## src/sv/quad_x_mixer_with_cap_top_macros.svh

```systemverilog
// ----------------------------------------------------------------------------
// quad x mixer assertion macros
// Concurrent assertion forms for the mixer's top-level RTL file.
// ----------------------------------------------------------------------------
`ifndef QUAD_X_MIXER_WITH_CAP_TOP_MACROS_SVH
`define QUAD_X_MIXER_WITH_CAP_TOP_MACROS_SVH

// checked on every clock edge outside reset
`define QXM_ASSERT(name, prop, msg) \
  name: assert property (@(posedge clk_i) disable iff (!rst_ni) (prop)) else $error(msg);

// checked on every clock edge, reset included
`define QXM_ASSERT_ALWAYS(name, prop, msg) \
  name: assert property (@(posedge clk_i) (prop)) else $error(msg);

`endif

```

## src/sv/qxm_pkg.sv

```systemverilog
// ----------------------------------------------------------------------------
// qxm_pkg
// Types and constants of the quadrotor x-frame mixer with common cap.
// ----------------------------------------------------------------------------
package qxm_pkg;

  localparam int MOTOR_COUNT = 4;
  localparam int CMD_W       = 16;
  localparam int SHIFT_W     = 15;
  localparam int GAIN_W      = 17;  // signed q2.14 gain before clamping
  localparam int GAIN_SHIFT  = 14;
  localparam int PROD_W      = 32;
  localparam int MIX_W       = 18;  // signed mixed value, no wrap
  localparam int CAPV_W      = 19;  // signed mixed value minus reduction
  localparam int CFG_IDX_W   = 2;
  localparam int CFG_DATA_W  = 16;

  localparam int CAP_LIMIT   = 30000;
  localparam int GAIN_ONE    = 16384;

  // one bit per motor, set where the term is subtracted
  localparam logic [MOTOR_COUNT-1:0] NEG_X = 4'b0110;
  localparam logic [MOTOR_COUNT-1:0] NEG_Y = 4'b0011;
  localparam logic [MOTOR_COUNT-1:0] NEG_R = 4'b0011;
  localparam logic [MOTOR_COUNT-1:0] NEG_P = 4'b0110;
  localparam logic [MOTOR_COUNT-1:0] NEG_W = 4'b1010;

  typedef enum logic [CFG_IDX_W-1:0] {
    REG_SHIFT_X = 2'd0,
    REG_SHIFT_Y = 2'd1,
    REG_IDLE    = 2'd2
  } cfg_reg_e;

  typedef logic signed [MIX_W-1:0] mix_t;

  typedef struct packed {
    logic signed [SHIFT_W-1:0] shift_x_ratio;
    logic signed [SHIFT_W-1:0] shift_y_ratio;
    logic        [CMD_W-1:0]   idle_level;
  } cfg_t;

  typedef struct packed {
    logic signed [CMD_W-1:0] roll_cmd;
    logic signed [CMD_W-1:0] pitch_cmd;
    logic signed [CMD_W-1:0] yaw_cmd;
    logic        [CMD_W-1:0] thrust_cmd;
  } in_t;

  typedef struct packed {
    logic [CMD_W-1:0] motor_one;
    logic [CMD_W-1:0] motor_two;
    logic [CMD_W-1:0] motor_three;
    logic [CMD_W-1:0] motor_four;
    logic             was_capped;
  } out_t;

endpackage

```

## src/sv/qxm_mix.sv

```systemverilog
// ----------------------------------------------------------------------------
// qxm_mix
// Per-motor thrust gain, thrust scaling and roll/pitch/yaw mixing.
// ----------------------------------------------------------------------------
module qxm_mix import qxm_pkg::*; (
  input  in_t  in_i,
  input  cfg_t cfg_i,
  output mix_t mix_o [MOTOR_COUNT]
);

  logic signed [GAIN_W-1:0] sx_w;
  logic signed [GAIN_W-1:0] sy_w;
  logic signed [MIX_W-1:0]  roll_w;
  logic signed [MIX_W-1:0]  pitch_w;
  logic signed [MIX_W-1:0]  yaw_w;
  logic signed [MIX_W-1:0]  roll_sum;
  logic signed [MIX_W-1:0]  pitch_sum;
  logic signed [MIX_W-1:0]  r_w;
  logic signed [MIX_W-1:0]  p_w;

  assign sx_w    = GAIN_W'(cfg_i.shift_x_ratio);
  assign sy_w    = GAIN_W'(cfg_i.shift_y_ratio);
  assign roll_w  = MIX_W'(in_i.roll_cmd);
  assign pitch_w = MIX_W'(in_i.pitch_cmd);
  assign yaw_w   = MIX_W'(in_i.yaw_cmd);

  // halve toward zero: add one to negative values before the shift
  assign roll_sum  = roll_w + $signed({{(MIX_W-1){1'b0}}, roll_w[MIX_W-1]});
  assign pitch_sum = pitch_w + $signed({{(MIX_W-1){1'b0}}, pitch_w[MIX_W-1]});
  assign r_w = roll_sum >>> 1;
  assign p_w = pitch_sum >>> 1;

  for (genvar k = 0; k < MOTOR_COUNT; k++) begin : g_motor
    logic signed [GAIN_W-1:0] gain;
    logic        [GAIN_W-2:0] gain_pos;
    logic        [PROD_W-1:0] prod;
    logic        [CMD_W-1:0]  thrust_k;
    logic signed [MIX_W-1:0]  thrust_w;

    assign gain = GAIN_W'(GAIN_ONE) + (NEG_X[k] ? -sx_w : sx_w)
                + (NEG_Y[k] ? -sy_w : sy_w);
    assign gain_pos = gain[GAIN_W-1] ? '0 : gain[GAIN_W-2:0];
    assign prod = PROD_W'(gain_pos) * PROD_W'(in_i.thrust_cmd);
    // saturate when the shifted product no longer fits in 16 bits
    assign thrust_k = (|prod[PROD_W-1:GAIN_SHIFT+CMD_W]) ? '1
                    : prod[GAIN_SHIFT+CMD_W-1:GAIN_SHIFT];
    assign thrust_w = $signed({{(MIX_W-CMD_W){1'b0}}, thrust_k});

    assign mix_o[k] = thrust_w + (NEG_R[k] ? -r_w : r_w)
                    + (NEG_P[k] ? -p_w : p_w)
                    + (NEG_W[k] ? -yaw_w : yaw_w);
  end

endmodule

```

## src/sv/qxm_cap.sv

```systemverilog
// ----------------------------------------------------------------------------
// qxm_cap
// Common reduction from the highest mixed value and idle floor per motor.
// ----------------------------------------------------------------------------
module qxm_cap import qxm_pkg::*; (
  input  mix_t             mix_i [MOTOR_COUNT],
  input  logic [CMD_W-1:0] idle_i,
  output out_t             out_o
);

  mix_t                     max_01;
  mix_t                     max_23;
  mix_t                     max_all;
  mix_t                     highest;
  mix_t                     reduction;
  logic                     capped;
  logic signed [CAPV_W-1:0] idle_w;
  logic        [CMD_W-1:0]  motor [MOTOR_COUNT];

  assign max_01  = (mix_i[0] > mix_i[1]) ? mix_i[0] : mix_i[1];
  assign max_23  = (mix_i[2] > mix_i[3]) ? mix_i[2] : mix_i[3];
  assign max_all = (max_01 > max_23) ? max_01 : max_23;
  // search starts at zero
  assign highest = max_all[MIX_W-1] ? '0 : max_all;

  assign capped    = highest > MIX_W'(CAP_LIMIT);
  assign reduction = capped ? highest - MIX_W'(CAP_LIMIT) : '0;
  assign idle_w    = $signed({{(CAPV_W-CMD_W){1'b0}}, idle_i});

  for (genvar k = 0; k < MOTOR_COUNT; k++) begin : g_floor
    logic signed [CAPV_W-1:0] v;
    assign v = CAPV_W'(mix_i[k]) - CAPV_W'(reduction);
    assign motor[k] = (v < idle_w) ? idle_i : v[CMD_W-1:0];
  end

  always_comb begin
    out_o.motor_one   = motor[0];
    out_o.motor_two   = motor[1];
    out_o.motor_three = motor[2];
    out_o.motor_four  = motor[3];
    out_o.was_capped  = capped;
  end

endmodule

```

## src/sv/quad_x_mixer_with_cap_top.sv

```systemverilog
// ----------------------------------------------------------------------------
// quad_x_mixer_with_cap_top
// Quadrotor x-frame motor mixer with common upper cap and idle floor.
//
//   channel | direction | handshake              | payload
//   --------+-----------+------------------------+------------
//   in      | input     | in_valid_i / in_stall_o | in_data_i
//   out     | output    | out_valid_o/out_stall_i | out_data_o
//   cfg     | input     | cfg_we_i                | cfg_index_i, cfg_data_i
//
// one transaction per cycle sustained while the output is not stalled;
// out_valid_o rises after the accepting edge through the input register, mix
// register (gain multipliers) and result register (cap and floor).
// reset clears the stage valid bits and all configuration registers.
// in_stall_o rises only when all three stages hold a transaction and the
// output is stalled; bubbles in between are squeezed out.
// ----------------------------------------------------------------------------
`include "quad_x_mixer_with_cap_top_macros.svh"

module quad_x_mixer_with_cap_top import qxm_pkg::*; (
  input  logic                  clk_i,
  input  logic                  rst_ni,
  input  logic                  in_valid_i,
  output logic                  in_stall_o,
  input  in_t                   in_data_i,
  output logic                  out_valid_o,
  input  logic                  out_stall_i,
  output out_t                  out_data_o,
  input  logic                  cfg_we_i,
  input  logic [CFG_IDX_W-1:0]  cfg_index_i,
  input  logic [CFG_DATA_W-1:0] cfg_data_i
);

  cfg_t cfg_q, cfg_d;
  logic s1_valid_q, s1_valid_d;
  in_t  s1_data_q;
  logic s2_valid_q, s2_valid_d;
  mix_t mix_q [MOTOR_COUNT];
  mix_t mix_d [MOTOR_COUNT];
  logic out_valid_q, out_valid_d;
  out_t out_data_q, out_data_d;
  logic out_en, s2_en, s1_en;

  // stage enables ripple back from the output
  assign out_en     = !out_valid_q || !out_stall_i;
  assign s2_en      = !s2_valid_q || out_en;
  assign s1_en      = !s1_valid_q || s2_en;
  assign in_stall_o = !s1_en;

  assign s1_valid_d  = s1_en ? in_valid_i : s1_valid_q;
  assign s2_valid_d  = s2_en ? s1_valid_q : s2_valid_q;
  assign out_valid_d = out_en ? s2_valid_q : out_valid_q;

  always_comb begin
    cfg_d = cfg_q;
    if (cfg_we_i) begin
      case (cfg_reg_e'(cfg_index_i))
        REG_SHIFT_X: cfg_d.shift_x_ratio = cfg_data_i[SHIFT_W-1:0];
        REG_SHIFT_Y: cfg_d.shift_y_ratio = cfg_data_i[SHIFT_W-1:0];
        REG_IDLE:    cfg_d.idle_level    = cfg_data_i[CMD_W-1:0];
        default:     cfg_d = cfg_q;
      endcase
    end
  end

  qxm_mix u_mix (
    .in_i  (s1_data_q),
    .cfg_i (cfg_q),
    .mix_o (mix_d)
  );

  qxm_cap u_cap (
    .mix_i  (mix_q),
    .idle_i (cfg_q.idle_level),
    .out_o  (out_data_d)
  );

  always_ff @(posedge clk_i or negedge rst_ni) begin
    if (!rst_ni) begin
      cfg_q       <= '0;
      s1_valid_q  <= 1'b0;
      s2_valid_q  <= 1'b0;
      out_valid_q <= 1'b0;
    end else begin
      cfg_q       <= cfg_d;
      s1_valid_q  <= s1_valid_d;
      s2_valid_q  <= s2_valid_d;
      out_valid_q <= out_valid_d;
    end
  end

  // payload registers, no reset
  always_ff @(posedge clk_i) begin
    if (s1_en) begin
      s1_data_q <= in_data_i;
    end
    if (s2_en) begin
      mix_q <= mix_d;
    end
    if (out_en) begin
      out_data_q <= out_data_d;
    end
  end

  assign out_valid_o = out_valid_q;
  assign out_data_o  = out_data_q;

  `QXM_ASSERT_ALWAYS(a_reset_empty, !rst_ni |-> !s1_valid_q && !s2_valid_q && !out_valid_q, "stage valid set in reset")
  `QXM_ASSERT(a_stall_full, in_stall_o |-> s1_valid_q && s2_valid_q && out_valid_q, "input stalled with a free stage")
  `QXM_ASSERT(a_s1_advance, s1_valid_q && s2_en |=> s2_valid_q, "transaction lost between input and mix stage")
  `QXM_ASSERT(a_s2_hold, s2_valid_q && !out_en |=> s2_valid_q && $stable(mix_q[0]), "stalled mix stage changed")

endmodule

```

## config.mk

```make
export PLATFORM = sky130hd
export DESIGN_NAME = quad_x_mixer_with_cap_top
export DESIGN_NICKNAME = d
export VERILOG_FILES = /design/src/sv/qxm_pkg.sv /design/src/sv/qxm_mix.sv /design/src/sv/qxm_cap.sv /design/src/sv/quad_x_mixer_with_cap_top.sv
export VERILOG_INCLUDE_DIRS = /design/src /design/src/sv
export SDC_FILE = /design/constraint.sdc
export NUM_CORES = 2
export LEC_CHECK = 0
export BUFFER_PORTS_ARGS = -buffer_cell sky130_fd_sc_hd__clkbuf_2
export CORE_AREA = 2 2 290 349
export CTS_CLUSTER_SIZE = 28
export DETAILED_ROUTE_END_ITERATION = 6
export DIE_AREA = 0 0 292 351
export GPL_TIMING_DRIVEN = 0
export PLACE_DENSITY = 0.88
export SLEW_MARGIN = 20
export SYNTH_ARGS = -nofsm -noshare
export SYNTH_HDL_FRONTEND = slang
export SYNTH_SLANG_ARGS = --single-unit
```

## constraint.sdc

```tcl
create_clock -name clk_i -period 14.1 [get_ports clk_i]
set_input_delay 3.525 -clock clk_i [delete_from_list [all_inputs] [get_ports clk_i]]
set_output_delay 3.525 -clock clk_i [all_outputs]
set_load 0.01 [all_outputs]
```

==> impl_metrics.env <==
export IMPL_status="finished, violations left"
export IMPL_violations="design-rule violations"
export IMPL_syn_area_per_cell_sq_um=9.13
export IMPL_routedWlPerCell_microns=24.3
export IMPL_avgViaCountPerCell=6.09
export IMPL_postLayoutCoreUtil=0.663
export IMPL_die_x_microns=292
export IMPL_synth_nets=8205
export IMPL_netlist_area_sq_um=59100
export IMPL_finalSetupViolCount=0
export IMPL_critical_path_top_delay_family="adder cells"
export IMPL_yosysUniqueCellTypes=104
export IMPL_grt_pass1_wl_microns=291000
export IMPL_min_path_cells=1
export IMPL_ant_nets=0
export IMPL_synth_async_reset_ratio=0.196
export IMPL_finClkSkew_ns=0.0202
export IMPL_clkTransAtPathRegs_ns=0.07
export IMPL_drc=8
export IMPL_cap_viol_max_count=0
export IMPL_cts_sinks=250
export IMPL_hp_class="reg -> reg"
export IMPL_syn_to_final_growth_pct=11.4
export IMPL_tightest_slew_ns=1.36
export IMPL_timing_rr_start="cfg_q[36]$_DFFE_PN0P_"
export IMPL_clockRootBuffer="clkbuf_16"
export IMPL_layout_filler_cells=7455
export IMPL_finalWirelength_microns=197000
export IMPL_seq_area_sq_um=7280
export IMPL_cp_slowest_stage_delay_ns=0.57
export IMPL_port_buffers=153
export IMPL_multi_input_area_sq_um=47800
export IMPL_antenna_found_initial=16
export IMPL_cp_end_kind="flop"
export IMPL_hold_buffers=0
export IMPL_cp_slowest_cell="or4_4"
export IMPL_core_area_sq_um=99300
export IMPL_hold_viol=0
export IMPL_cp_start_kind="flop"
export IMPL_final_cells=8123
export IMPL_synth_edff_count=201
export IMPL_clk_latency_ns=0.65
export IMPL_finalNetCount=8529
export IMPL_min_period_ns=13.99
export IMPL_r2r_cells=54
export IMPL_place_inst=7932
export IMPL_hold_start="s1_valid_q$_DFFE_PN0N_"
export IMPL_hold_end="s2_valid_q$_DFFE_PN0P_"
export IMPL_num_io_pins=154
export IMPL_max_freq_ghz=0.0715
export IMPL_synth_area_leaders="fa_1 31%, ha_1 15%, edfxtp_1 10%, inv_1 7.9%, nand2_1 4.7%"
export IMPL_dpl_hpwl_microns=158000
export IMPL_drt_iter0_drc=4532
export IMPL_crit_type="reg -> reg"
export IMPL_post_route_period_util=0.992
export IMPL_dieArea_sq_um=102000
export IMPL_initial_core_util=0.595
export IMPL_grt_util_all_layers=0.376
export IMPL_ys_flop_type="edfxtp_1"
export IMPL_gp_congestion=1.02
export IMPL_r2r_slack_ns=0.11
export IMPL_die_h_microns=351
export IMPL_relSlewSlack=0.0935
export IMPL_path_common_cell="fa_1"
export IMPL_drv_slew=0
export IMPL_mostFrequentLayoutCell="inv_1"
export IMPL_yosysTopAreaCellShare=0.309
export IMPL_cts_tree="yes"
export IMPL_critPathMaxFanout=10
export IMPL_cp_buffers_inverters=7
export IMPL_yosysWarnings=0
export IMPL_fp_row_count=127
export IMPL_cts_buffer_depth=3
export IMPL_r2r_end="mix_q[52]$_DFFE_PP_"
export IMPL_yosysTopAreaCell="fa_1"
export IMPL_grt_setup_unrepaired="true"
export IMPL_cp_arrival_ns=14.40
export IMPL_cp_required_ns=14.50
export IMPL_cts_buffers=27
export IMPL_grt_start_max_net_pins=61
export IMPL_dr_pass1_iters=7
export IMPL_layout_common_cells="1,238 x inv_1, 903 x fa_1, 735 x nand2_1, 706 x ha_1, 433 x and2_1"
export IMPL_grt_pass1_vias=50369
export IMPL_synth_seq_area_share=0.123
export IMPL_ys_ff_latch=250
export IMPL_htree_levels=1
export IMPL_vias=49458
export IMPL_grt_ovfl_total=0
export IMPL_synthCells=6475
export IMPL_drive_gt1_frac=0.124
==> worst max-delay path by stage <==
| stage | startpoint | slack [ns] | cells after the start | end |
|---|---|---|---|---|
| 6_report | cfg_q[36]$_DFFE_PN0P_ | 0.11 | 54 | mix_q[52]$_DFFE_PP_ |
| 5_1_grt | cfg_q[18]$_DFFE_PN0P_ | -0.30 | 56 | mix_q[52]$_DFFE_PP_ |
| 4_1_cts | cfg_q[18]$_DFFE_PN0P_ | -0.13 | 56 | mix_q[71]$_DFFE_PP_ |
| 3_5_place_dp | cfg_q[17]$_DFFE_PN0P_ | -2.33 | 58 | mix_q[71]$_DFFE_PP_ |
| 3_3_place_gp | cfg_q[17]$_DFFE_PN0P_ | -2.52 | 57 | mix_q[71]$_DFFE_PP_ |
| 2_1_floorplan | cfg_q[36]$_DFFE_PN0P_ | 0.59 | 57 | mix_q[35]$_DFFE_PP_ |
==> per-stage QoR <==
stage | setup TNS (ns) | setup WS (ns) | instance area, sq um | hold slack (ns)
after floorplan | 0 | 0.588 | 59100 | 0.435
after global placement | -131.22 | -2.52 | 61500 | 0.446
after detailed placement | -130.75 | -2.33 | 61700 | 0.451
after CTS | -0.155 | -0.134 | 64200 | 0.489
after global routing | -1.33 | -0.298 | 65800 | 0.492
final | 0 | 0.106 | 65800 | 0.489
==> layer usage <==
metal	track usage	share of wire
met5	0	0.00064
met4	0.258	0.085
met3	0.0915	0.11
met2	0.594	0.45
met1	0.456	0.35
==> flip-flops by register name (all words and copies together), names as in the netlist <==
| name | count |
|---|---|
| out_data_o | 65 |
| mix_q | 72 |
| s2_valid_q | 1 |
| out_valid_o | 1 |
| s1_data_q | 64 |
| cfg_q | 46 |
| s1_valid_q | 1 |
==> cells in the mapped netlist, types with 57 or more instances <==
master and n:
a21o_1 119, a21oi_1 265, and2_1 433, clkbuf_1 194, edfxtp_1 201, fa_1 912
ha_1 731, inv_1 1238, mux2_2 100, nand2_1 739, nand3_1 57, nor2_1 238
nor3_1 68, o21ai_0 125, xnor2_1 220, xor2_1 104
==> layout make-up <==
cell class	count	area share
repair buffers	304	0.0317
inverters	1240	0.0707
plain buffers	219	0.0204
flip-flops and latches	250	0.111
clock inverters	17	0.00407
clock buffers	33	0.0114
diodes	13	0.000494
multi-input cells	4757	0.726
well taps	1290	0.0245
==> logic make-up after synthesis <==
family	share of synthesized area
and+or+nand+nor	0.153
adders and majority gates	0.464
buffers and inverters	0.0944
AOI/OAI and AO/OA	0.0918
xor gates and xnor gates	0.0483
DFF	0.123
muxes	0.0258
==> repair_timing <==
action,4_1_cts,5_1_grt
hold endpoints to repair,0,0
gates resized for setup,302,245
cloned,2,2
buffers inserted,49,84
pin swaps,37,99
endpoints found under the setup margin,115,62
Power is not shown: default switching activity piles up to over one toggle a cycle in this logic, so the estimate is an artifact.
